===== src/rtl/core/ibtl_pkg.sv =====
// ---------------------------------------------------------------------------
// ibtl_pkg
// Types and constants shared by the indirect branch target learner.
// ---------------------------------------------------------------------------
package ibtl_pkg;

   localparam logic [63:0] HASH_MULT = 64'hff51afd7ed558ccd;
   localparam int unsigned HASH_SHIFT = 33;
   localparam logic [6:0] PCT_SCALE = 7'd100;

   localparam logic [1:0] PH_OBSERVE  = 2'd0;
   localparam logic [1:0] PH_LINKED   = 2'd1;
   localparam logic [1:0] PH_DISABLED = 2'd2;

   localparam logic CSR_LEARN_SAMPLES = 1'b0;
   localparam logic CSR_MIN_COVERAGE  = 1'b1;

   localparam logic KIND_LOOKUP = 1'b0;
   localparam logic KIND_RECORD = 1'b1;

   typedef struct packed {
      logic        kind;
      logic [63:0] site_pc;
      logic [63:0] branch_target;
   } req_type;

   typedef struct packed {
      logic [1:0]  plan;
      logic        retranslate;
      logic        untracked;
      logic [1:0]  link_count;
      logic [63:0] target_0;
      logic [63:0] target_1;
      logic [63:0] target_2;
   } rsp_type;

endpackage


===== src/rtl/core/ibtl_hash.sv =====
// ---------------------------------------------------------------------------
// ibtl_hash
// Two-stage site hash: xor-shift, 64-bit multiply in three 32x32 partial
// products, then xor-shift and keep the low bits as bucket index.
// ---------------------------------------------------------------------------
module ibtl_hash #(
   parameter int BUCKET_BITS = 12
) (
   input  logic                   clock,
   input  logic                   start,
   input  logic [63:0]            site_pc,
   output logic [BUCKET_BITS-1:0] bucket
);
   import ibtl_pkg::*;

   logic [63:0] x0;
   logic [63:0] ll_ff, ll_in;
   logic [31:0] lh_ff, hl_ff;
   logic [31:0] lh_in, hl_in;
   logic [63:0] prod;
   logic [63:0] x1;

   assign x0 = site_pc ^ (site_pc >> HASH_SHIFT);
   assign ll_in = {32'd0, x0[31:0]} * {32'd0, HASH_MULT[31:0]};
   // only the low half of the cross products reaches the result
   assign lh_in = x0[31:0] * HASH_MULT[63:32];
   assign hl_in = x0[63:32] * HASH_MULT[31:0];

   always_ff @(posedge clock) begin
      if (start) begin
         ll_ff <= ll_in;
         lh_ff <= lh_in;
         hl_ff <= hl_in;
      end
   end

   assign prod = ll_ff + {lh_ff + hl_ff, 32'd0};
   assign x1 = prod ^ (prod >> HASH_SHIFT);
   assign bucket = x1[BUCKET_BITS-1:0];

endmodule


===== config.mk =====
export PLATFORM = sky130hd
export DESIGN_NAME = ibtl_hash
export DESIGN_NICKNAME = d
export VERILOG_FILES = /design/src/rtl/core/ibtl_pkg.sv /design/src/rtl/core/ibtl_hash.sv
export SDC_FILE = /design/constraint.sdc
export NUM_CORES = 1
export LEC_CHECK = 0
export BUFFER_PORTS_ARGS = -buffer_cell sky130_fd_sc_hd__buf_2
export CORE_ASPECT_RATIO = 1.75
export CORE_MARGIN = 8
export CORE_UTILIZATION = 59
export DETAILED_ROUTE_END_ITERATION = 10
export GPL_ROUTABILITY_DRIVEN = 0
export MAX_ROUTING_LAYER = met4
export PLACE_DENSITY = 0.8
export REMOVE_ABC_BUFFERS = 1
export SLEW_MARGIN = 20
export SYNTH_ARGS = -nofsm -noshare
export SYNTH_HDL_FRONTEND = slang
export SYNTH_SLANG_ARGS = --single-unit

===== constraint.sdc =====
create_clock -name clock -period 7.4 [get_ports clock]
set_input_delay 0.37 -clock clock [delete_from_list [all_inputs] [get_ports clock]]
set_output_delay 0.37 -clock clock [all_outputs]
set_load 0.05 [all_outputs]

# After elaboration in Yosys (flattened, before gate mapping)
# Index checks and enable logic that the tools add are counted.
[classes]
n_mul = 3
bitwise_logic = 2
n_addsub = 2
[op_table]
columns = ["operator", "count"]
rows = [
  ["64-bit by 31-bit XOR with 64-bit output", 1],
  ["45-bit adder", 1],
  ["32-bit by 32-bit multiplier with 45-bit output (second input constant)", 1],
  ["32-bit by 25-bit multiplier with 13-bit output (second input constant)", 1],
  ["32-bit by 30-bit multiplier with 13-bit output (second input constant)", 1],
  ["13-bit adder", 1],
  ["12-bit XOR", 1],
]
[word_totals]
output_inout_bits = 12
regBits = 71

# Depth between registers and ports, before layout
[logic_depth]
word_depth = 3
depth_mapped = 26
mapped_depth_nobuf = 26

# Worst setup path after synthesis
# No wires, ideal clock.
[synth_timing]
path_type = "input to register"
start = "input port site_pc[10]"
end = "register ll_ff[44], data pin"
setup_time_ns = 0.260
path_slack_ns = 0.431
arrival_ns = 6.709
t_required_ns = 7.140
stages = 23
n_path_buf = 0
path_cell_list = "xor2_1 > ha_1 > ha_1 > fa_1 > inv_1 > fa_1 > fa_1 > inv_1 > fa_1 > fa_1 > inv_1 > fa_1 > inv_1 > ha_1 > a21o_1 > a21o_1 > a21o_2 > a211oi_2 > a221oi_2 > o41ai_2 > o211ai_1 > a21oi_1 > xnor2_1"
[synth_via]
elab_chain_len = 2
[synth_lines]
columns = ["element", "line_no", "source"]
rows = [
  ["start, declared", "ibtl_hash.sv:11", "input logic [63:0] site_pc,"],
  ["64-bit by 31-bit XOR with 64-bit output", "ibtl_hash.sv:23", "assign x0 = site_pc ^ (site_pc >> HASH_SHIFT);"],
  ["32-bit by 32-bit multiplier with 45-bit output", "ibtl_hash.sv:24", "assign ll_in = {32'd0, x0[31:0]} * {32'd0, HASH_MULT[31:0]};"],
  ["named net ll_in[44]", "ibtl_hash.sv:17", "logic [63:0] ll_ff, ll_in;"],
  ["end signal, assigned", "ibtl_hash.sv:31", "ll_ff <= ll_in;"],
  ["end, declared", "ibtl_hash.sv:17", ""],
]
# The timed path passes the listed nets, and every way through them passes these cells.
# A chain may end at the register's enable or synchronous reset.

# Final worst setup path
[layout_timing]
start = "input port site_pc[33]"
end = "register ll_ff[39], data pin"
# The elaborated chain is that of the path after synthesis.

==> results.rst <==
.. list-table::
   :header-rows: 1

   * - Metric
     - Value
   * - Final wirelength
     - 54900 µm
   * - Via count of the first global-routing pass
     - 14.8k
   * - Y dimension of the die
     - 250 µm
   * - Sequential element share of the synthesized area
     - 0.0810
   * - Antenna cells
     - 0
   * - Endpoints failing setup
     - 0
   * - Largest buffer count on any clock path
     - 2
   * - Count of buffers from port buffering
     - 77
   * - Layout-stage area growth over the synthesis result
     - 7.98%
   * - Largest net degree at the start of global routing
     - 51
   * - Area of the mapped netlist
     - 0.0185 mm²
   * - MaxCap Viol Count
     - 0
   * - Number of hold violations in the final report
     - 0
   * - Total number of clock tree sinks
     - 50
   * - Count of flip-flops with a built-in enable after synthesis
     - 50
   * - Mapped Avg Cell Area
     - 10.4 µm²
   * - Run status
     - finished, final reports clean
   * - Hold WC Path Type
     - in2reg
   * - Number of synthesized register bits
     - 50
   * - Die area
     - 0.0376 mm²
   * - Final standard cell utilization of the core
     - 0.642
   * - Initial cell density of the core
     - 0.594
   * - Main combinational cell family by area after synthesis
     - adder cells
   * - Half-perimeter wire length of the detailed placement result
     - 48000 µm
   * - Via Count
     - 13.0k
   * - Count of unresolved DRC violations after routing
     - 0
   * - Share of post-route cells with drive strength above 1
     - 0.0848
   * - Total number of nets in the final design
     - 2694
   * - Endpoint of the worst hold-timing path
     - hl_ff[0]
   * - Gr usage total
     - 0.312
   * - Origin of the worst min-delay path
     - site_pc[32]
   * - Data arrival at the endpoint of the critical path
     - 7250 ps
   * - Setup repair after global routing missed its margin
     - no
   * - Worst Setup Path Type
     - in2reg
   * - Share of cell area taken by muxes after synthesis
     - 0
   * - CTS clock-pin slew for the worst setup and hold paths
     - 70 ps
   * - Min Tclk post-route
     - 7200 ps
   * - WHS Path Cells
     - 1
   * - Count of boundary I/O pins
     - 78
   * - Buffers inserted by post-CTS timing repair
     - 0
   * - Antenna violations before repair
     - 0
   * - Capturing element type of the critical path
     - flop
   * - F_max
     - 139 MHz
   * - Final Slew Violations
     - 0
   * - Highest-utilization routing layer at the global route stage
     - met2
   * - Post-synthesis instance total
     - 1785
   * - Startpoint type of the worst setup path
     - input port
   * - Worst endpoint required time
     - 7450 ps
   * - Simple-gate share of the synthesized area
     - 0.0322
   * - Detail-routed via count per cell
     - 5.60
   * - Met1 Track Usage GR
     - 0.289
   * - TritonCTS clock tree
     - built
   * - Area share of xor/xnor cells in the synthesized design
     - 0.0753
   * - Post-synthesis compound-gate area fraction
     - 0.0503
   * - Met2 usage
     - 0.529
   * - Synthesis Warnings
     - 0
   * - Area of all sequential standard cells
     - 0.00150 mm²
   * - Total clock buffers created by CTS
     - 5
   * - Number of nets with antenna violations after routing
     - 0
   * - Initial DRC count
     - 644
   * - Worst-margin pin slew
     - 1130 ps
   * - Fill count
     - 2348
   * - Width of the die
     - 150 µm
   * - DRT Pass-1 Iters
     - 7
   * - Core footprint
     - 0.0312 mm²
   * - Dominant register cell in the synthesized netlist
     - sky130_fd_sc_hd__edfxtp_1
   * - Remaining Overflow, GRT
     - 0
   * - Master cell of the clock root buffer
     - sky130_fd_sc_hd__clkbuf_16
   * - GR Layer Usage met3
     - 0.0538
   * - Number of distinct standard cells referenced by the synthesized netlist
     - 60
   * - Avg WL per Cell
     - 23.7 µm
   * - Async set-or-reset flop fraction in the synthesized netlist
     - 0
   * - Period Utilization, post-route
     - 0.973
   * - Floorplan row count
     - 86
   * - Fraction of the mapped netlist area in adder cells
     - 0.635
   * - # H-tree levels
     - 2
   * - Maximum fanout count along the critical path
     - 5
   * - Area of the multi-input gates
     - 0.0147 mm²
   * - Relative slew slack
     - 0.246
   * - First-pass GRT wire length
     - 82200 µm
## kinds of logic after synthesis
kind of cell / after synthesis
adder cells (fa/ha/maj): 706
buffers and inverters: 621
XOR/XNOR: 157
AO/OA/AOI/OAI: 134
AND/OR/NAND/NOR: 117
flip-flops: 50
## state kept, by name (all words and copies together) (netlist names)
signal  cells
hl_ff      13
lh_ff      12
ll_ff      25
## per-stage QoR
step / area (µm²) / cells / setup WS [ps] / hold WS [ps] / setup TNS (ps)
final: 20000 / 2319 / 201 / 437 / 0
after global routing: 20000 / 2319 / 54.4 / 419 / 0
after CTS: 20000 / 2319 / 258 / 426 / 0
after detailed placement: 19800 / 2311 / -8.01 / 730 / -16.9
after global placement: 19800 / 2311 / -5.82 / 732 / -5.82
after floorplan: 18500 / 1784 / 431 / 469 / 0
## layout by cell type (no fill, tap or decap), types with 6 or more instances in the layout
cell type and instances:
sky130_fd_sc_hd__nor2_1 32, sky130_fd_sc_hd__edfxtp_1 50, sky130_fd_sc_hd__nand2_1 18, sky130_fd_sc_hd__a21oi_1 42
sky130_fd_sc_hd__xor2_1 47, sky130_fd_sc_hd__nand4_1 6, sky130_fd_sc_hd__inv_1 620, sky130_fd_sc_hd__o21bai_1 13
sky130_fd_sc_hd__nand3_1 10, sky130_fd_sc_hd__buf_4 52, sky130_fd_sc_hd__buf_2 77, sky130_fd_sc_hd__and2_1 8
sky130_fd_sc_hd__fa_1 392, sky130_fd_sc_hd__nor3_1 15, sky130_fd_sc_hd__o21ai_0 15, sky130_fd_sc_hd__a21o_1 19
sky130_fd_sc_hd__ha_1 314, sky130_fd_sc_hd__xnor2_1 107
## how the worst max path moves through the flow
stage,to,start,slack (ps),cells after the start
CTS,ll_ff[39],site_pc[2],260,22
floorplan,ll_ff[44],site_pc[10],430,23
global placement,ll_ff[40],site_pc[2],-6,25
finish,ll_ff[39],site_pc[33],200,22
detailed placement,ll_ff[40],site_pc[2],-8,25
global route,ll_ff[44],site_pc[2],50,25
## cells in the mapped netlist, types with 8 or more instances
library cell	count	share of area
sky130_fd_sc_hd__ha_1	314	0.21
sky130_fd_sc_hd__edfxtp_1	50	0.081
sky130_fd_sc_hd__xor2_1	47	0.022
sky130_fd_sc_hd__fa_1	392	0.42
sky130_fd_sc_hd__a21o_1	19	0.0077
sky130_fd_sc_hd__o21bai_1	13	0.0053
sky130_fd_sc_hd__nand2_1	18	0.0036
sky130_fd_sc_hd__o21ai_0	15	0.0040
sky130_fd_sc_hd__nand3_1	10	0.0027
sky130_fd_sc_hd__nor3_1	15	0.0040
sky130_fd_sc_hd__inv_1	620	0.13
sky130_fd_sc_hd__and2_1	8	0.0027
sky130_fd_sc_hd__a21oi_1	42	0.011
sky130_fd_sc_hd__nor2_1	32	0.0065
sky130_fd_sc_hd__xnor2_1	108	0.051
## per-layer routing
layer / part of all wire / wire, µm
met5: 0 / 0
met4: 0.12 / 6450
met3: 0.060 / 3290
met2: 0.51 / 28200
met1: 0.31 / 17000
## what timing repair did
action                                  in CTS  in global routing
endpoints found under the setup margin       0                  4
resized for setup                            0                  1
endpoints found under the hold margin        0                  0
hold buffers                                 0                  0
## critical path, cell delays in order
cell	delay, ps
sky130_fd_sc_hd__buf_2	220
sky130_fd_sc_hd__xor2_1	190
sky130_fd_sc_hd__ha_1	270
sky130_fd_sc_hd__and2_1	190
sky130_fd_sc_hd__or2_2	350
sky130_fd_sc_hd__fa_1	570
sky130_fd_sc_hd__fa_1	440
sky130_fd_sc_hd__fa_1	470
sky130_fd_sc_hd__fa_1	720
sky130_fd_sc_hd__fa_1	500
sky130_fd_sc_hd__fa_1	490
sky130_fd_sc_hd__inv_1	50
sky130_fd_sc_hd__fa_1	470
sky130_fd_sc_hd__inv_1	40
sky130_fd_sc_hd__ha_1	320
sky130_fd_sc_hd__inv_1	90
sky130_fd_sc_hd__nor2_1	230
sky130_fd_sc_hd__and4_1	250
sky130_fd_sc_hd__a32oi_1	80
sky130_fd_sc_hd__or4_1	570
sky130_fd_sc_hd__and3b_2	230
sky130_fd_sc_hd__xnor2_1	110
## cell type report
cell class / count / share of cell area
inverters: 620 / 0.116
repair buffers: 131 / 0.0408
clock buffers: 5 / 0.00625
clock inverters: 3 / 0.00219
multi-input cells: 1114 / 0.735
flip-flops and latches: 50 / 0.0750
well taps: 396 / 0.0248
Power is left out: the tool's default activity adds up to more than one toggle a clock period on the data nets, which glitch-free logic cannot reach.
